<file path="config.mk">
export PLATFORM = sky130hd
export DESIGN_NAME = timed_sampling_sequencer_top
export DESIGN_NICKNAME = d
export VERILOG_FILES = /design/src/sv/tss_pkg.sv /design/src/sv/tss_day_rem.sv /design/src/sv/tss_core.sv /design/src/sv/timed_sampling_sequencer_top.sv
export SDC_FILE = /design/constraint.sdc
export NUM_CORES = 2
export LEC_CHECK = 0
export BUFFER_PORTS_ARGS = -buffer_cell sky130_fd_sc_hd__buf_2
export CORE_ASPECT_RATIO = 0.6
export CORE_UTILIZATION = 45
export DETAILED_ROUTE_END_ITERATION = 7
export MAX_ROUTING_LAYER = met4
export SLEW_MARGIN = 20
export SYNTH_ARGS = -nofsm -noshare
export SYNTH_HDL_FRONTEND = slang
export SYNTH_SLANG_ARGS = --single-unit
</file>
<file path="constraint.sdc">
create_clock -name i_clk -period 12.95 [get_ports i_clk]
set_input_delay 1.295 -clock i_clk [delete_from_list [all_inputs] [get_ports i_clk]]
set_output_delay 1.295 -clock i_clk [all_outputs]
set_load 0.03 [all_outputs]
</file>
<file path="src/sv/tss_pkg.sv">
// Package for the timed sampling sequencer: types, codes and constants.
// Used by every module of the block; depends on nothing.
`default_nettype none

package tss_pkg;

    // Field widths
    localparam int unsigned MINUTE_W = 27;
    localparam int unsigned COUNT_W  = 16;
    localparam int unsigned LOOP_W   = 8;
    localparam int unsigned DAYREM_W = 11;
    localparam int unsigned CFG_W    = 27;
    localparam int unsigned CFG_IDX_W = 3;
    localparam int unsigned IN_DATA_W  = 48;
    localparam int unsigned OUT_DATA_W = 48;

    // Minutes in one day, and the retry count above which the alarm sounds
    localparam int unsigned MIN_PER_DAY = 1440;
    localparam int unsigned ALARM_AFTER = 10;

    // Division of a 27-bit minute by 1440: (s >> 5) / 45 by reciprocal
    localparam int unsigned       DAY_SHIFT_W = 22;
    localparam logic [22:0]       DAY_RECIP   = 23'd5965233;
    localparam int unsigned       DAY_RSHIFT  = 28;

    // Configuration register indexes
    typedef enum logic [CFG_IDX_W-1:0] {
        CFG_START_MINUTE    = 3'd0,
        CFG_DELAY_MINUTES   = 3'd1,
        CFG_DELAY_MODE      = 3'd2,
        CFG_SAMPLE_MINUTES  = 3'd3,
        CFG_SUSPEND_MINUTES = 3'd4,
        CFG_LOOP_COUNT      = 3'd5,
        CFG_SAMPLE_MODE     = 3'd6,
        CFG_PRESSURE_LIMIT  = 3'd7
    } t_cfg_idx;

    // Sequencer phase
    typedef enum logic [1:0] {
        PH_INIT   = 2'd0,
        PH_WAIT   = 2'd1,
        PH_SAMPLE = 2'd2,
        PH_DONE   = 2'd3
    } t_phase;

    // Reported run state
    typedef enum logic [2:0] {
        ST_SUSPEND = 3'd0,
        ST_PAUSE   = 3'd1,
        ST_SAMPLE  = 3'd2,
        ST_ERROR   = 3'd3,
        ST_FINISH  = 3'd4
    } t_run_state;

    typedef struct packed {
        logic [MINUTE_W-1:0] start_minute;
        logic [COUNT_W-1:0]  delay_minutes;
        logic                delay_mode;
        logic [COUNT_W-1:0]  sample_minutes;
        logic [COUNT_W-1:0]  suspend_minutes;
        logic [LOOP_W-1:0]   loop_count;
        logic                sample_mode;
        logic [COUNT_W-1:0]  pressure_limit;
    } t_cfg;

    typedef struct packed {
        logic [MINUTE_W-1:0]       now_minute;
        logic                      clean_request;
        logic                      pause_request;
        logic                      fatal_request;
        logic signed [COUNT_W-1:0] pressure;
    } t_item;

    typedef struct packed {
        logic                pump_on;
        t_run_state          run_state;
        logic [COUNT_W-1:0]  remaining_minutes;
        logic [LOOP_W-1:0]   loop_number;
        logic [COUNT_W-1:0]  sampled_minutes;
        logic                alarm_beep;
    } t_result;

endpackage

`default_nettype wire

</file>
<file path="src/sv/tss_day_rem.sv">
// Minute-of-day unit: registered remainder of the task start minute by 1440.
// Two register stages, reciprocal multiply then constant multiply; uses tss_pkg.
`default_nettype none

module tss_day_rem (
    input  wire logic                           i_clk,
    input  wire logic [tss_pkg::MINUTE_W-1:0]   i_minute,
    output logic      [tss_pkg::DAYREM_W-1:0]   o_day_rem
);
    import tss_pkg::*;

    localparam int unsigned PROD_W = DAY_SHIFT_W + 23;
    localparam int unsigned QUO_W  = PROD_W - DAY_RSHIFT;

    logic [PROD_W-1:0]   r_prod;
    logic [MINUTE_W-1:0] r_minute;
    logic [QUO_W-1:0]    w_quo;
    logic [MINUTE_W-1:0] w_rem;

    // Stage one: quotient estimate of (minute / 32) / 45, exact for 22 bits
    always_ff @(posedge i_clk) begin
        r_prod   <= PROD_W'(i_minute[MINUTE_W-1:5]) * PROD_W'(DAY_RECIP);
        r_minute <= i_minute;
    end

    assign w_quo = r_prod[PROD_W-1:DAY_RSHIFT];
    assign w_rem = r_minute - MINUTE_W'(MINUTE_W'(w_quo) * MINUTE_W'(MIN_PER_DAY));

    // Stage two: remainder
    always_ff @(posedge i_clk) begin
        o_day_rem <= w_rem[DAYREM_W-1:0];
    end

endmodule

`default_nettype wire

</file>
<file path="src/sv/tss_core.sv">
// Sequencer core: phase state, run timing, pressure protection and minute count.
// One loop step per cycle on the held item while the top level lets steps through; uses tss_pkg.
`default_nettype none

module tss_core #(
    parameter int unsigned RETRY_LIMIT = 15
) (
    input  wire logic                          i_clk,
    input  wire logic                          i_rst_n,
    input  wire tss_pkg::t_cfg                 i_cfg,
    input  wire logic [tss_pkg::DAYREM_W-1:0]  i_day_rem,
    input  wire tss_pkg::t_item                i_item,
    input  wire logic                          i_valid,
    input  wire logic                          i_go,
    output logic                               o_ret,
    output tss_pkg::t_result                   o_res
);
    import tss_pkg::*;

    localparam int unsigned RETRY_W = $clog2(RETRY_LIMIT + 1);
    localparam logic [RETRY_W-1:0] RETRY_MAX = RETRY_W'(RETRY_LIMIT);

    t_phase              r_phase, n_phase;
    logic [MINUTE_W-1:0] r_start_time, n_start_time;
    logic [LOOP_W-1:0]   r_loop, n_loop;
    logic [COUNT_W-1:0]  r_mp, n_mp;
    logic [RETRY_W-1:0]  r_retry, n_retry;
    logic                r_fatal, n_fatal;
    logic [MINUTE_W-1:0] r_last, n_last;

    logic [MINUTE_W-1:0] w_now;
    logic [MINUTE_W-1:0] w_init_start;
    logic                w_wrap_day;
    logic                w_in_wait;
    logic                w_due;
    logic                w_quit;
    logic [MINUTE_W:0]   w_end;
    logic                w_end_hit;
    logic [MINUTE_W:0]   w_timer_wall;
    logic [COUNT_W-1:0]  w_timer_sum;
    logic [COUNT_W-1:0]  w_timer;
    logic [MINUTE_W-1:0] w_wait_left;
    logic [COUNT_W-1:0]  w_wait_sat;
    logic [MINUTE_W-1:0] w_next_start;
    logic [COUNT_W-1:0]  w_mp_eff;
    logic [MINUTE_W-1:0] w_last_eff;
    t_run_state          w_st;
    logic [COUNT_W-1:0]  w_mag;
    logic                w_over;
    logic [RETRY_W-1:0]  w_retry_inc;
    logic                w_alarm;
    logic [COUNT_W-1:0]  w_mp_next;

    assign w_now = i_item.now_minute;

    // First start: after a delay, or at a minute of day (next day if passed)
    assign w_wrap_day   = COUNT_W'(i_day_rem) > i_cfg.delay_minutes;
    assign w_init_start = i_cfg.delay_mode
        ? MINUTE_W'(i_cfg.start_minute - MINUTE_W'(i_day_rem)
                    + MINUTE_W'(i_cfg.delay_minutes)
                    + (w_wrap_day ? MINUTE_W'(MIN_PER_DAY) : MINUTE_W'(0)))
        : MINUTE_W'(i_cfg.start_minute + MINUTE_W'(i_cfg.delay_minutes));

    // Loop step terms
    assign w_in_wait  = (r_phase == PH_WAIT);
    assign w_due      = (w_now >= r_start_time);
    assign w_quit     = i_item.clean_request || (r_loop > i_cfg.loop_count);
    assign w_mp_eff   = w_in_wait ? '0 : r_mp;
    assign w_last_eff = w_in_wait ? w_now : r_last;

    assign w_end        = {1'b0, r_start_time} + (MINUTE_W+1)'(i_cfg.sample_minutes);
    assign w_timer_wall = w_end - {1'b0, w_now};
    assign w_timer_sum  = i_cfg.sample_minutes - w_mp_eff;
    assign w_end_hit    = i_cfg.sample_mode ? (w_mp_eff >= i_cfg.sample_minutes)
                                            : ({1'b0, w_now} >= w_end);
    assign w_timer = i_cfg.sample_mode ? w_timer_sum
        : ((|w_timer_wall[MINUTE_W:COUNT_W]) ? '1 : w_timer_wall[COUNT_W-1:0]);

    assign w_wait_left = r_start_time - w_now;
    assign w_wait_sat  = (|w_wait_left[MINUTE_W-1:COUNT_W]) ? '1
                                                            : w_wait_left[COUNT_W-1:0];

    assign w_next_start = MINUTE_W'((i_cfg.sample_mode ? w_now : w_end[MINUTE_W-1:0])
                                    + MINUTE_W'(i_cfg.suspend_minutes));

    // Pump decision
    assign w_st = (i_item.fatal_request || r_fatal) ? ST_ERROR
                : (i_item.pause_request ? ST_PAUSE : ST_SAMPLE);

    // Pressure protection
    assign w_mag       = i_item.pressure[COUNT_W-1] ? COUNT_W'(~i_item.pressure + 1'b1)
                                                    : COUNT_W'(i_item.pressure);
    assign w_over      = (i_cfg.pressure_limit != '0) && !(w_mag < i_cfg.pressure_limit);
    assign w_retry_inc = r_retry + 1'b1;
    assign w_alarm     = w_over && (r_retry < RETRY_MAX)
                         && ((LOOP_W+1)'(w_retry_inc) > (LOOP_W+1)'(ALARM_AFTER));

    // Minute accounting
    assign w_mp_next = ((w_now != w_last_eff) && (w_st == ST_SAMPLE) && (w_mp_eff != '1))
                       ? w_mp_eff + 1'b1 : w_mp_eff;

    // Next state
    always_comb begin
        n_phase      = r_phase;
        n_start_time = r_start_time;
        n_loop       = r_loop;
        n_mp         = r_mp;
        n_retry      = r_retry;
        n_fatal      = r_fatal;
        n_last       = r_last;
        case (r_phase)
            PH_INIT: begin
                if (i_cfg.start_minute != '0) begin
                    n_start_time = w_init_start;
                    n_loop       = LOOP_W'(1);
                    n_phase      = PH_WAIT;
                end
            end
            PH_DONE: begin
                n_phase = PH_DONE;
            end
            default: begin
                if (w_quit) begin
                    n_phase = PH_DONE;
                end else if (w_in_wait && !w_due) begin
                    n_phase = PH_WAIT;
                end else if (w_end_hit) begin
                    n_start_time = w_next_start;
                    n_mp         = w_mp_eff;
                    n_last       = w_last_eff;
                    if (r_loop >= i_cfg.loop_count) begin
                        n_phase = PH_DONE;
                    end else begin
                        n_loop  = r_loop + 1'b1;
                        n_phase = PH_WAIT;
                    end
                end else begin
                    n_phase = PH_SAMPLE;
                    n_mp    = w_mp_next;
                    n_last  = w_now;
                    if (w_over) begin
                        if (r_retry < RETRY_MAX) begin
                            n_retry = w_retry_inc;
                        end else begin
                            n_fatal = 1'b1;
                        end
                    end else if (i_cfg.pressure_limit != '0) begin
                        n_retry = '0;
                    end
                end
            end
        endcase
    end

    // Result of this step
    always_comb begin
        o_ret = 1'b0;
        o_res = '{pump_on: 1'b0, run_state: ST_FINISH, remaining_minutes: '0,
                  loop_number: '0, sampled_minutes: '0, alarm_beep: 1'b0};
        case (r_phase)
            PH_INIT: begin
                o_ret = (i_cfg.start_minute == '0);
            end
            PH_DONE: begin
                o_ret = 1'b1;
            end
            default: begin
                if (w_quit) begin
                    o_ret = 1'b1;
                end else if (w_in_wait && !w_due) begin
                    o_ret                   = 1'b1;
                    o_res.run_state         = i_item.pause_request ? ST_PAUSE : ST_SUSPEND;
                    o_res.remaining_minutes = w_wait_sat;
                    o_res.loop_number       = r_loop;
                end else if (w_end_hit) begin
                    o_ret = (r_loop >= i_cfg.loop_count);
                end else begin
                    o_ret                   = 1'b1;
                    o_res.pump_on           = (w_st == ST_SAMPLE);
                    o_res.run_state         = w_st;
                    o_res.remaining_minutes = w_timer;
                    o_res.loop_number       = r_loop;
                    o_res.sampled_minutes   = w_mp_next;
                    o_res.alarm_beep        = w_alarm;
                end
            end
        endcase
    end

    // Advance state on each step the top level lets through
    always_ff @(posedge i_clk) begin
        if (!i_rst_n) begin
            r_phase      <= PH_INIT;
            r_start_time <= '0;
            r_loop       <= '0;
            r_mp         <= '0;
            r_retry      <= '0;
            r_fatal      <= 1'b0;
            r_last       <= '0;
        end else if (i_go && i_valid) begin
            r_phase      <= n_phase;
            r_start_time <= n_start_time;
            r_loop       <= n_loop;
            r_mp         <= n_mp;
            r_retry      <= n_retry;
            r_fatal      <= n_fatal;
            r_last       <= n_last;
        end
    end

    a_done_sticky: assert property (@(posedge i_clk) disable iff (!i_rst_n)
        (r_phase == PH_DONE) |=> (r_phase == PH_DONE))
        else $error("finished task left the done phase");

    a_fatal_sticky: assert property (@(posedge i_clk) disable iff (!i_rst_n)
        r_fatal |=> r_fatal)
        else $error("fatal latch cleared without reset");

    a_retry_bound: assert property (@(posedge i_clk) disable iff (!i_rst_n)
        r_retry <= RETRY_MAX)
        else $error("retry count above its limit");

    a_loop_active: assert property (@(posedge i_clk) disable iff (!i_rst_n)
        ((r_phase == PH_WAIT) || (r_phase == PH_SAMPLE)) |-> (r_loop != '0))
        else $error("run number zero while a task is active");

endmodule

`default_nettype wire

</file>
<file path="src/sv/timed_sampling_sequencer_top.sv">
// Timed sampling sequencer, top level: config registers, input stage, output register.
// Result registered when the core step on the staged item returns with output room; the
// first tick also steps through initialize, and each run already due takes its own step.
// Throughput: one item per cycle, set by the one-step-per-cycle sequencer loop, when no
// extra step or stall intervenes; start_minute writes hold off input (minute-of-day unit).
// Reset: synchronous, active low; config to reset values, task restarts from initialize.
`default_nettype none

module timed_sampling_sequencer_top #(
    parameter int unsigned RETRY_LIMIT = 15
) (
    input  wire logic                             i_clk,
    input  wire logic                             i_rst_n,
    // Configuration write port
    input  wire logic                             i_cfg_we,
    input  wire logic [tss_pkg::CFG_IDX_W-1:0]    i_cfg_addr,
    input  wire logic [tss_pkg::CFG_W-1:0]        i_cfg_wdata,
    // Poll tick stream
    input  wire logic                             i_s_tvalid,
    output logic                                  o_s_tready,
    // tdata, low bit up: now_minute[26:0], clean_request, pause_request,
    // fatal_request, pressure[15:0], zero pad
    input  wire logic [tss_pkg::IN_DATA_W-1:0]    i_s_tdata,
    // Result stream
    output logic                                  o_m_tvalid,
    input  wire logic                             i_m_tready,
    // tdata, low bit up: pump_on, run_state[2:0], remaining_minutes[15:0],
    // loop_number[7:0], sampled_minutes[15:0], alarm_beep, zero pad
    output logic      [tss_pkg::OUT_DATA_W-1:0]   o_m_tdata
);
    import tss_pkg::*;

    t_cfg                r_cfg;
    logic                r_hold;
    logic                r_stg_valid;
    t_item               r_stg;
    logic                r_out_valid;
    t_result             r_out;

    logic [DAYREM_W-1:0] w_day_rem;
    logic                w_core_ret;
    t_result             w_core_res;
    logic                w_out_free;
    logic                w_go;
    logic                w_consume;
    logic                w_start_wr;
    logic                w_s_fire;
    t_item               w_in_item;

    // Configuration registers
    always_ff @(posedge i_clk) begin
        if (!i_rst_n) begin
            r_cfg <= '{start_minute: '0, delay_minutes: '0, delay_mode: 1'b1,
                       sample_minutes: '0, suspend_minutes: '0, loop_count: LOOP_W'(1),
                       sample_mode: 1'b0, pressure_limit: '0};
        end else if (i_cfg_we) begin
            case (t_cfg_idx'(i_cfg_addr))
                CFG_START_MINUTE:    r_cfg.start_minute    <= i_cfg_wdata[MINUTE_W-1:0];
                CFG_DELAY_MINUTES:   r_cfg.delay_minutes   <= i_cfg_wdata[COUNT_W-1:0];
                CFG_DELAY_MODE:      r_cfg.delay_mode      <= i_cfg_wdata[0];
                CFG_SAMPLE_MINUTES:  r_cfg.sample_minutes  <= i_cfg_wdata[COUNT_W-1:0];
                CFG_SUSPEND_MINUTES: r_cfg.suspend_minutes <= i_cfg_wdata[COUNT_W-1:0];
                CFG_LOOP_COUNT:      r_cfg.loop_count      <= i_cfg_wdata[LOOP_W-1:0];
                CFG_SAMPLE_MODE:     r_cfg.sample_mode     <= i_cfg_wdata[0];
                CFG_PRESSURE_LIMIT:  r_cfg.pressure_limit  <= i_cfg_wdata[COUNT_W-1:0];
                default: ;
            endcase
        end
    end

    // Hold off input while the minute-of-day unit catches up with a new start
    assign w_start_wr = i_cfg_we && (t_cfg_idx'(i_cfg_addr) == CFG_START_MINUTE);

    always_ff @(posedge i_clk) begin
        if (!i_rst_n) begin
            r_hold <= 1'b0;
        end else begin
            r_hold <= w_start_wr;
        end
    end

    tss_day_rem u_day_rem (
        .i_clk     (i_clk),
        .i_minute  (r_cfg.start_minute),
        .o_day_rem (w_day_rem)
    );

    tss_core #(
        .RETRY_LIMIT (RETRY_LIMIT)
    ) u_core (
        .i_clk     (i_clk),
        .i_rst_n   (i_rst_n),
        .i_cfg     (r_cfg),
        .i_day_rem (w_day_rem),
        .i_item    (r_stg),
        .i_valid   (r_stg_valid),
        .i_go      (w_go),
        .o_ret     (w_core_ret),
        .o_res     (w_core_res)
    );

    // Step control: a returning step needs room in the output register
    assign w_out_free = !r_out_valid || i_m_tready;
    assign w_go       = r_stg_valid && (!w_core_ret || w_out_free);
    assign w_consume  = w_go && w_core_ret;
    assign o_s_tready = (!r_stg_valid || w_consume) && !r_hold && !w_start_wr;
    assign w_s_fire   = i_s_tvalid && o_s_tready;

    // Unpack the input item
    assign w_in_item.now_minute    = i_s_tdata[26:0];
    assign w_in_item.clean_request = i_s_tdata[27];
    assign w_in_item.pause_request = i_s_tdata[28];
    assign w_in_item.fatal_request = i_s_tdata[29];
    assign w_in_item.pressure      = i_s_tdata[45:30];

    // Input stage
    always_ff @(posedge i_clk) begin
        if (!i_rst_n) begin
            r_stg_valid <= 1'b0;
        end else if (w_s_fire) begin
            r_stg_valid <= 1'b1;
        end else if (w_consume) begin
            r_stg_valid <= 1'b0;
        end
    end

    always_ff @(posedge i_clk) begin
        if (w_s_fire) begin
            r_stg <= w_in_item;
        end
    end

    // Output register
    always_ff @(posedge i_clk) begin
        if (!i_rst_n) begin
            r_out_valid <= 1'b0;
        end else if (w_consume) begin
            r_out_valid <= 1'b1;
        end else if (i_m_tready) begin
            r_out_valid <= 1'b0;
        end
    end

    always_ff @(posedge i_clk) begin
        if (w_consume) begin
            r_out <= w_core_res;
        end
    end

    assign o_m_tvalid = r_out_valid;
    assign o_m_tdata  = {3'b000, r_out.alarm_beep, r_out.sampled_minutes,
                         r_out.loop_number, r_out.remaining_minutes,
                         r_out.run_state, r_out.pump_on};

endmodule

`default_nettype wire
</file>
==> results.md <==
* Status: completed
* GRT Total Usage at 28.1%
* Root buffer cell: clkbuf_16
* CTS Buf Count at 31
* Layout cells sized above 1 at 7.33%
* Setup Skew at 0.0305 ns
* Floorplan row count at 70
* Primary FF master, synth: dfxtp_1
* R2R Setup Slk at 5.77 ns
* First-pass GRT wire length at 132000 µm
* Largest family of logic cells by synthesized area: adder cells
* WP data required at 11.65 ns
* Vias after detailed routing at 23600
* Die area at 62800 µm²
* Largest net degree at the start of global routing at 93
* Initial drt markers at 2022
* CTS max path bufs at 3
* HP Class: flop to flop
* Post-CTS Hold Buffers at 0
* Reg2reg end: u_core.r_last[13]
* Compound-cell area share of the yosys netlist at 18.1%
* Seq cells post-synth at 308
* Setup crit start: u_core.r_start_time[0]
* Clock Latency Late Sink at 0.64 ns
* FILL cells at 5924
* Worst slew pin tran at 1.13 ns
* Detailed-route DRC error count at 0
* RD Place Congestion at 0.975
* Post-synth EDFFs at 91
* VDD IR max at 0.0945 mV
* Warnings, synthesis at 0
* Final Max Tran Viols at 0
* Initial core utilization at 45.6%
* Fin cells at 4184
* Tcrit/Tclk final at 65.2%
* CORE AREA at 61000 µm²
* Max FO, Critical Path at 12
* Layout overhead on the synthesized area at 9.05%
* Final setup fails at 0
* Syn Area/Cell at 8.56 µm²
* Vias in the first global route at 22700
* DRT antenna net count at 0
* Pwr Density at 120 nW/µm²
* DR vias/cell at 5.63
* Initial antenna violation count at 1
* Die X at 323 µm
* CTS tree: done
* First-pass iteration count of the detailed router at 5
* Minimum clock period at 8.44 ns
* Setup Crit Path Kind: flop to primary output
* Setup crit end: o_s_tready
* Final #Nets at 3926
* Post-CTS Resized at 0
* Setup crit end kind: primary output
* Post-Syn Instances at 3246
* Fin Setup TNS at 0 ns
* Post-Synth XOR/XNOR Area at 6.78%
* Peak Freq at 118 MHz
* Total of max-cap violations at 0
* Critical Path AT at 7.15 ns
* Slew HR at 24.6%
* IO Pins at 133
* Reg2reg path depth at 24
* H-tree levels at 1
* Clock sink total at 308
* Leak at 0.0137 µW
* R2R Path Start: u_core.r_start_time[0]
* Hold_sp: u_day_rem.r_minute[4]
* Critical Path Start Type: flop
* Design Power at 3620 µW
* Adder-Cell Fraction of Synth Area at 26.9%
* Post-CTS setup buffer count at 0
* Placed wire-length estimate at 68600 µm
* Asr flop ratio synth at 0%
* Synth unique cells at 90
* Post-synthesis mux area share at 1.01%
* WL final at 85300 µm
* GRT overflow at 0
* Post-Synth Simple-Gate Area at 15.4%
* Routed wire per std cell at 20.4 µm
* Clock transition at path regs at 0.07 ns
* RSZ-0062 raised after global routing: false
* Mapped Area at 27800 µm²
* Dpl cells at 4125
* Number of port buffers at 127
* Register area share after synthesis at 25.5%
* Final Hold Fails at 0
* Die Span Y at 194 µm
==> cells in the final DEF (no fill, tap or decap), drive strengths merged, types with 9 or more instances in the layout <==
cell type / count
a211o: 10
a211oi: 26
a21o: 76
a21oi: 293
a31oi: 18
and2: 18
and3: 22
buf: 148
clkbuf: 38
clkinv: 13
dfxtp: 217
edfxtp: 91
fa: 142
ha: 371
inv: 364
mux2: 9
mux2i: 18
nand2: 422
nand2b: 33
nand3: 54
nand4: 38
nor2: 187
nor2b: 35
nor3: 59
nor4: 22
o2111ai: 9
o211ai: 36
o21a: 29
o21ai: 132
o21bai: 22
o221ai: 16
o22ai: 16
o31ai: 11
or3: 21
xnor2: 154
xor2: 61
==> report_power, final <==
group	internal [µW]	switching, µW
combinational	617	921
sequential	1060	69.7
clock	509	442
total	2190	1430
==> worst max-delay path, cell delays in order (launching register included) <==
cell       delay, ns
dfxtp_1         0.37
ha_1            0.21
inv_1           0.07
fa_1            0.41
nor2b_1         0.17
o31a_1          0.19
o41a_1          0.31
a41oi_2         0.26
nor2_1          0.37
nor2_1          0.12
nor2_1          0.18
xor2_1          0.09
ha_1            0.49
and3_1          0.31
and2_4          0.19
nand3_1         0.14
or4_4           0.63
o31ai_1         0.20
a32o_2          0.61
nand2_1         0.19
o2111ai_1       0.50
nand2_1         0.14
and2_1          0.16
buf_2           0.17
==> through the flow <==
stage | utilization (%) | hold WS, ns | setup WS, ns | cell area, µm²
floorplan | - | 0.310 | 6.17 | 27800
global placement | 48.0 | 0.312 | 5.36 | 29200
detailed placement | 48.0 | 0.312 | 5.34 | 29200
CTS | 49.7 | 0.329 | 4.60 | 30300
global route | 49.7 | 0.336 | 4.03 | 30300
finish | 49.7 | 0.330 | 4.51 | 30300
==> cell usage after synthesis, types with 17 or more instances <==
master | count | area [µm²]
nor2b_1 | 35 | 219
nor3_1 | 59 | 295
nand2_1 | 422 | 1580
a31oi_1 | 17 | 106
clkbuf_1 | 81 | 304
xnor2_1 | 154 | 1350
and2_1 | 17 | 106
ha_1 | 371 | 4640
and3_1 | 22 | 138
a21o_1 | 76 | 571
o211ai_1 | 36 | 270
nor4_1 | 22 | 138
a211oi_1 | 26 | 195
inv_1 | 358 | 1340
a21oi_1 | 292 | 1460
nand4_1 | 38 | 238
edfxtp_1 | 91 | 2730
nor2_1 | 187 | 702
o21a_1 | 29 | 218
or3_1 | 21 | 131
o21ai_0 | 127 | 636
nand3_1 | 54 | 270
nand2b_1 | 33 | 206
xor2_1 | 61 | 534
fa_1 | 142 | 2840
dfxtp_1 | 217 | 4340
mux2i_1 | 18 | 180
o21bai_1 | 22 | 165
==> per-layer routing <==
layer  GRT usage (%)  wire length (µm)  vias to the layer above
li1                -                 -                    11500
met1            43.1             43700                    11300
met4            5.28              1550                        0
met3            6.94              7880                       86
met2            36.4             32200                      736
met5               -                 0                        -
==> registers in the layout (all words and copies together), names as in the netlist <==
register	cells
u_core.r_phase	2
o_m_tvalid	1
u_core.r_start_time	27
r_stg_valid	1
u_core.r_last	27
u_day_rem.o_day_rem	11
u_core.r_fatal	1
r_cfg	101
u_core.r_mp	16
u_core.r_retry	4
u_day_rem.r_prod	10
r_stg	46
r_hold	1
u_core.r_loop	8
o_m_tdata	45
u_day_rem.r_minute	7
==> worst min-delay path by stage <==
stage                                        end  slack (ns)  cells after the start
after floorplan           u_day_rem.o_day_rem[0]        0.31                      0
after global placement    u_day_rem.o_day_rem[2]        0.31                      0
after detailed placement  u_day_rem.o_day_rem[1]        0.31                      0
after CTS                 u_day_rem.o_day_rem[1]        0.33                      0
after global routing      u_day_rem.o_day_rem[0]        0.34                      0
final                     u_day_rem.o_day_rem[4]        0.33                      0
==> logic make-up (layout without fill, tap and decap cells) <==
family,after synthesis,count (layout)
other,1,4
muxes,27,27
buffers and inverters,459,566
AOI/OAI and AO/OA,783,783
DFF,308,308
xor gates and xnor gates,215,215
adders and majority gates,513,513
and+or+nand+nor,940,940
==> final cells by class <==
class	count	area, µm²	area share (%)
Sequential cell	308	7080	23.4
Clock inverter	20	180	0.595
Multi-Input combinational cell	2481	19000	62.7
Inverter	360	1350	4.47
Tap cell	828	1040	3.42
Timing Repair Buffer	148	793	2.62
Clock buffer	38	875	2.89
Antenna cell	1	2.50	0.00826
Power figures use the tool's default switching activity.
